$ cat config.mk
export PLATFORM = sky130hd
export DESIGN_NAME = bvot_prep
export DESIGN_NICKNAME = d
export VERILOG_FILES = /design/src/rtl/bvot_pkg.sv /design/src/rtl/bvot_prep.sv
export SDC_FILE = /design/constraint.sdc
export NUM_CORES = 1
export LEC_CHECK = 0
export BUFFER_PORTS_ARGS = -buffer_cell sky130_fd_sc_hd__buf_2
export CAP_MARGIN = 10
export CORE_MARGIN = 10
export CORE_UTILIZATION = 50
export DETAILED_ROUTE_END_ITERATION = 10
export PLACE_DENSITY = 0.81
export SLEW_MARGIN = 10
export SYNTH_ARGS = -nofsm -noshare
export SYNTH_HDL_FRONTEND = slang
export SYNTH_SLANG_ARGS = --single-unit
$ cat constraint.sdc
create_clock -name vclk -period 31.9
set_clock_uncertainty 0.1 [all_clocks]
set_input_delay 7.975 -clock vclk [all_inputs]
set_output_delay 7.975 -clock vclk [all_outputs]
set_load 0.01 [all_outputs]
$ cat src/rtl/bvot_pkg.sv
// ============================================================================
// bvot_pkg
// Shared widths, codes and stage types of the bounding volume overlap test.
// ============================================================================
`default_nettype none

package bvot_pkg;

  localparam int COORD_WIDTH = 16;
  localparam int DIFF_W      = COORD_WIDTH + 1;
  localparam int BB_W        = COORD_WIDTH + 3;
  localparam int SQ_W        = 2 * COORD_WIDTH + 1;
  localparam int SUM_W       = SQ_W + 2;
  localparam int NUM_COORD   = 6;
  localparam int CFG_IDX_W   = 3;

  localparam logic CMD_POINT   = 1'b0;
  localparam logic CMD_REGION  = 1'b1;
  localparam logic KIND_BOX    = 1'b0;
  localparam logic KIND_SPHERE = 1'b1;

  localparam logic [CFG_IDX_W-1:0] REG_KIND = 3'd0;
  localparam logic [CFG_IDX_W-1:0] REG_X0   = 3'd1;
  localparam logic [CFG_IDX_W-1:0] REG_Z1   = 3'd6;

  typedef logic signed [COORD_WIDTH-1:0] coord_t;

  typedef struct packed {
    logic                     dist_mode;
    logic                     strict;
    logic                     flag_hit;
    logic signed [DIFF_W-1:0] dx;
    logic signed [DIFF_W-1:0] dy;
    logic signed [DIFF_W-1:0] dz;
    logic signed [DIFF_W-1:0] r;
  } prep_t;

  typedef struct packed {
    logic            dist_mode;
    logic            strict;
    logic            flag_hit;
    logic [SQ_W-1:0] sx;
    logic [SQ_W-1:0] sy;
    logic [SQ_W-1:0] sz;
    logic [SQ_W-1:0] sr;
  } sq_t;

endpackage

`default_nettype wire

$ cat src/rtl/bvot_prep.sv
// ============================================================================
// bvot_prep
// Test selection: box bound checks and the axis deltas and radius term for
// the distance based tests (sphere-sphere, point-sphere, clamped sphere-box).
// ============================================================================
`default_nettype none

module bvot_prep import bvot_pkg::*; (
  input  wire logic   stored_kind,
  input  wire coord_t stored_c [NUM_COORD],
  input  wire logic   cmd,
  input  wire logic   query_kind,
  input  wire coord_t query_c [NUM_COORD],
  output prep_t       prep
);

  coord_t                   cs   [3];
  coord_t                   bmin [3];
  coord_t                   bmax [3];
  coord_t                   t    [3];
  logic signed [DIFF_W-1:0] d_sb [3];
  logic signed [DIFF_W-1:0] d_cc [3];
  logic signed [BB_W-1:0]   bb_d [3];
  logic signed [BB_W-1:0]   bb_e [3];
  logic                     pb_ok;
  logic                     bb_ok;
  logic signed [DIFF_W-1:0] r_sb;
  logic signed [DIFF_W-1:0] r_ss;
  logic signed [DIFF_W-1:0] r_pt;

  always_comb begin
    pb_ok = 1'b1;
    bb_ok = 1'b1;
    for (int i = 0; i < 3; i++) begin
      if (stored_kind == KIND_SPHERE) begin
        cs[i]   = stored_c[i];
        bmin[i] = query_c[i];
        bmax[i] = query_c[i+3];
      end else begin
        cs[i]   = query_c[i];
        bmin[i] = stored_c[i];
        bmax[i] = stored_c[i+3];
      end
      t[i] = (cs[i] < bmax[i]) ? cs[i] : bmax[i];
      if (bmin[i] > t[i]) begin
        t[i] = bmin[i];
      end
      d_sb[i] = DIFF_W'(t[i]) - DIFF_W'(cs[i]);
      d_cc[i] = DIFF_W'(stored_c[i]) - DIFF_W'(query_c[i]);

      if (query_c[i] < stored_c[i] || query_c[i] > stored_c[i+3]) begin
        pb_ok = 1'b0;
      end

      bb_d[i] = (BB_W'(stored_c[i]) + BB_W'(stored_c[i+3]))
              - (BB_W'(query_c[i]) + BB_W'(query_c[i+3]));
      bb_e[i] = (BB_W'(stored_c[i+3]) - BB_W'(stored_c[i]))
              + (BB_W'(query_c[i+3]) - BB_W'(query_c[i]));
      if (bb_d[i] > bb_e[i] || -bb_d[i] > bb_e[i]) begin
        bb_ok = 1'b0;
      end
    end

    r_pt = DIFF_W'(stored_c[3]);
    r_ss = DIFF_W'(stored_c[3]) + DIFF_W'(query_c[3]);
    r_sb = (stored_kind == KIND_SPHERE) ? DIFF_W'(stored_c[3]) : DIFF_W'(query_c[3]);

    prep.dist_mode = 1'b1;
    prep.strict    = 1'b0;
    prep.flag_hit  = 1'b0;
    prep.dx        = d_cc[0];
    prep.dy        = d_cc[1];
    prep.dz        = d_cc[2];
    prep.r         = r_pt;

    if (cmd == CMD_POINT) begin
      if (stored_kind == KIND_BOX) begin
        prep.dist_mode = 1'b0;
        prep.flag_hit  = pb_ok;
      end
    end else if (stored_kind == KIND_BOX && query_kind == KIND_BOX) begin
      prep.dist_mode = 1'b0;
      prep.flag_hit  = bb_ok;
    end else if (stored_kind == KIND_SPHERE && query_kind == KIND_SPHERE) begin
      prep.r = r_ss;
    end else begin
      prep.strict = 1'b1;
      prep.dx     = d_sb[0];
      prep.dy     = d_sb[1];
      prep.dz     = d_sb[2];
      prep.r      = r_sb;
    end
  end

endmodule

`default_nettype wire

==> flow_summary.yaml, run 1 <==
run_status:
  status: "finished clean"
pwr:
  total_power_uw: 1670
  pwr_density_cell_mw_per_mm2: 62.4
  leakage_uw: 0.0138
  ir_worst_vdd_uv: 33.1
detailed_routing:
  viasPerCell: 5.80
  drt_iter0_drc: 1709
  via_count: 23300
  wirelength_um: 75400
  drc: 0
  antenna_left: 0
  first_pass_iters: 8
  avgRoutedWirePerCell_um: 18.8
hold_path:
  whs_endpoint: "prep[70]"
  hold_start: "cmd"
  hold_class: "input port to primary output"
  holdPathStages: 3
cells_and_area:
  ff_latch_area_um2: 0
  nClkBuffers: 0
  multiInputGateArea_mm2: 0.0228
  nFillCells: 4667
  syn_to_final_growth_pct: 8.44
  numSequentialCells: 0
  final_nets: 4276
  layout-drive-gt1-share: 0.107
  finalNonFillerCells: 4018
synth:
  syn_inst: 3124
  syn-num-nets: 4046
  avgSynthCellArea_um2: 7.90
  yosysUniqueCellTypes: 82
  synth-warning-count: 0
  synth_top_area_cell: "ha_1"
  synth_top_area_share: 0.265
  synth.area.top_cells: "ha_1 (26%), fa_1 (17%), inv_1 (6.9%)"
  syn_area_mm2: 0.0247
  ys_seq_area_frac: 0
floorplan:
  die_area_mm2: 0.0587
  core.rowCount: 81
  start_util: 0.505
  ios: 266
  core_mm2: 0.0488
  die_width_um: 242
  die_h_um: 242
grt:
  grt_pass1_vias: 23100
  grt_usage: 0.247
  antenna_found_initial: 4
  gr-total-overflow: 0
  grt_pass1_wl_um: 121000
  grt_start_max_net_pins: 82
worst_setup_path:
  start_kind: "input port"
  worst_path_dominant_cell_family: "compound AO/OA/AOI/OAI gates"
  cp_slowest_cell: "buf_4"
  crit_buf_inv: 5
  path_common_cell: "o21a_1"
  worstPathRequired_ns: 23.83
  cpPeakStageDelay_ns: 0.70
  critPathCaptureType: "primary output"
  worstPathArrival_ns: 17.20
  cp_max_fo: 81
  crit_type: "input port to primary output"
timing:
  fmax_ghz: 0.0396
  drv_slew: 0
  setup-tns-final_ns: 0
  slew_headroom: 0.354
  hold_viol: 0
  worstMarginPinSlew_ns: 0.945
  period_needed_ns: 25.27
  setup_viol: 0
  rsz0062_at_grt: "no"
  fin_crit_sh: 0.792
placed_design:
  gp_congestion: 0.993
  port_buffers: 266
  dp_cells: 4016
  dp.final_hpwl_um: 67000
clocking:
  cts_setup_buffers: 0
  post_cts_resized: 0
  cts_hold_buf: 0
job:
  drv_cap: 0
metal layers:
layer / part of all wire / track usage
met1: 0.45 / 0.334
met2: 0.46 / 0.414
met3: 0.066 / 0.0277
met4: 0.022 / 0.0538
met5: 0.00017 / 0
stage by stage:
| step | utilization | setup WS, ns | cell area (um2) | hold WS (ns) |
|---|---|---|---|---|
| after CTS | 0.548 | 6.72 | 26800 | 16.22 |
| after detailed placement | 0.548 | 6.75 | 26800 | 16.22 |
| final | 0.548 | 6.63 | 26800 | 16.22 |
| after global routing | 0.548 | 6.04 | 26800 | 16.24 |
| after floorplan | - | 8.55 | 24700 | 15.93 |
| after global placement | 0.548 | 6.80 | 26800 | 16.20 |
how the worst max path moves through the flow:
stage,start,to,slack (ns),cells after the start
detailed placement,stored_kind,prep[48],6.75,37
global placement,stored_kind,prep[50],6.80,37
global route,stored_kind,prep[48],6.04,38
finish,stored_kind,prep[48],6.63,37
CTS,stored_kind,prep[48],6.72,37
floorplan,stored_kind,prep[66],8.55,35
report_power, final:
| part | leakage (uW) | switching [uW] | internal, uW |
|---|---|---|---|
| Clock | 0.0000000127 | 0 | 0.00000840 |
| Combinational | 0.0138 | 950 | 720 |
| Sequential | 0 | 0 | 0 |
| Total | 0.0138 | 950 | 720 |
placed cells by master (no fill, tap or decap), types with 44 or more instances in the layout:
cell      count
inv_1       453
nand2_1     205
mux2i_1     102
ha_1        522
a21o_1      103
nor3_1       49
nand3_1      44
a21oi_1     212
xnor2_1     147
mux2_2       49
o21ai_0     186
nor2_1      183
nand2b_1     49
xor2_1       70
a21boi_0     50
nand4_1      48
fa_1        205
buf_2       265
nor2b_1      46
synthesized netlist by cell type (6+ instances only):
cell	number
nor3_1	49
mux2i_1	102
or4_1	8
o22ai_1	16
nand3_1	44
ha_1	522
a22oi_1	14
a31oi_1	10
and4_1	6
nand2_1	206
nand2b_1	49
o21ai_0	186
xnor2_1	147
a41oi_1	6
o41ai_1	10
o211ai_1	13
inv_1	454
mux2_2	49
nand4_1	48
o21a_1	32
nor2_1	184
and3_1	10
nand3b_1	7
and2_1	9
o2111ai_1	6
o21bai_1	34
o31a_1	8
or3_1	12
a21o_1	103
a21boi_0	50
xor2_1	70
fa_1	205
nor4_1	18
clkbuf_1	34
nor2b_1	46
a21oi_1	212
buf_1	11
o31ai_1	19
a211oi_1	18
nor4b_1	7
a31o_2	8
cell type report:
| type | count | share of cell area |
|---|---|---|
| timing repair buffer | 277 | 0.0530 |
| inverter | 455 | 0.0638 |
| multi-input combinational | 2620 | 0.852 |
| tap | 664 | 0.0310 |
| antenna | 2 | 0.000187 |
cell families after synthesis:
kind of cell / Yosys count / share of synthesized area
AO/OA/AOI/OAI: 800 / 0.208
XOR/XNOR: 217 / 0.0770
adder cells (fa/ha/maj): 727 / 0.431
buffers and inverters: 504 / 0.0771
multiplexers: 151 / 0.0637
AND/OR/NAND/NOR: 725 / 0.144
Power figures use the tool's default switching activity.
==> inputs of run 2 (changes only) <==
clock period = 24.5 ns   (was 31.9 ns; I/O delays follow)
==> flow_summary.yaml, run 2 (same netlist as run 1, synthesis figures left out) <==
worst_setup_path:
  crit_type: "input port to primary output"
  cp_max_fo: 118
  critPathCaptureType: "primary output"
  worstPathArrival_ns: 14.83
  path_common_cell: "o21a_1"
  worstPathRequired_ns: 18.27
  start_kind: "input port"
  cpPeakStageDelay_ns: 0.54
  cp_slowest_cell: "nand3_1"
cells_and_area:
  nFillCells: 4622
  syn_to_final_growth_pct: 8.49
  layout-drive-gt1-share: 0.107
  nClkBuffers: 0
  numSequentialCells: 0
  ff_latch_area_um2: 0
  final_cell_mix: "ha_1 (522), inv_1 (453), buf_2 (265), a21oi_1 (212)"
  final_nets: 4276
  final_common_cell: "ha_1"
  finalNonFillerCells: 4018
clocking:
  cts_hold_buf: 0
  cts_setup_buffers: 0
  post_cts_resized: 0
detailed_routing:
  antenna_left: 0
  via_count: 23400
  drc: 0
  viasPerCell: 5.83
  drt_iter0_drc: 1685
  wirelength_um: 75800
  avgRoutedWirePerCell_um: 18.9
  first_pass_iters: 5
hold_path:
  hold_class: "input port to primary output"
  holdPathStages: 3
floorplan:
  ios: 266
  die_h_um: 242
  die_width_um: 242
  core_mm2: 0.0488
  die_area_mm2: 0.0587
  core.rowCount: 81
  start_util: 0.505
placed_design:
  gp_congestion: 0.990
  dp_cells: 4016
  port_buffers: 266
  dp.final_hpwl_um: 67000
timing:
  setup_viol: 0
  rsz0062_at_grt: "no"
  fin_crit_sh: 0.859
  drv_slew: 0
  hold_viol: 0
  slew_headroom: 0.369
  worstMarginPinSlew_ns: 0.923
  period_needed_ns: 21.06
  fmax_ghz: 0.0475
  setup-tns-final_ns: 0
grt:
  grt_pass1_vias: 23100
  grt_usage: 0.245
  grt_pass1_wl_um: 120000
  antenna_found_initial: 8
  grt_start_max_net_pins: 119
  gr-total-overflow: 0
pwr:
  leakage_uw: 0.0138
  pwr_density_cell_mw_per_mm2: 81.4
  ir_worst_vdd_uv: 48.1
run_status:
  status: "finished clean"
job:
  drv_cap: 0
run 2: worst max-delay path: cells and delay by family:
kind	cells	cell delay [ns]
AOI/OAI and AO/OA	22	4.19
adders and majority gates	4	1.04
buffers and inverters	4	1.36
muxes	3	1.01
and+or+nand+nor	4	0.99
run 2: final timing paths:
check,slack [ns],endpoint,start
setup / recovery,3.44,prep[67],stored_kind
hold / removal,12.51,prep[70],cmd
run 2: power breakdown:
part | total, uW | internal, uW | leakage, uW | switching [uW]
clock network | 0.0000109 | 0.0000109 | 0.0000000127 | 0
registers | 0 | 0 | 0 | 0
logic | 2180 | 941 | 0.0138 | 1240
total | 2180 | 941 | 0.0138 | 1240
run 2: per-layer routing:
metal	vias to the layer above	wire length, um	global-route usage
met3	127	5510	0.0315
met2	817	34700	0.413
met1	11100	33600	0.327
met5	-	53	0
met4	10	2030	0.0575
li1	11400	-	-
run 2: cell type report:
cell class,instances,area (um2),share of cell area
tap,664,831,0.0310
inverter,455,1710,0.0638
antenna,2,5.00,0.000187
timing repair buffer,277,1430,0.0535
multi-input combinational,2620,22800,0.852
run 2: through the flow:
stage           util  power (uW)  hold WS [ns]  instance area, um2  setup WS (ns)
2_1_floorplan      -        1630         12.23               24700           4.85
3_3_place_gp   0.548        2100         12.50               26800           3.75
3_5_place_dp   0.548        2150         12.50               26800           3.58
4_1_cts        0.548        2160         12.50               26800           3.55
5_1_grt        0.548        2450         12.53               26800           2.87
6_report       0.548        2180         12.51               26800           3.44
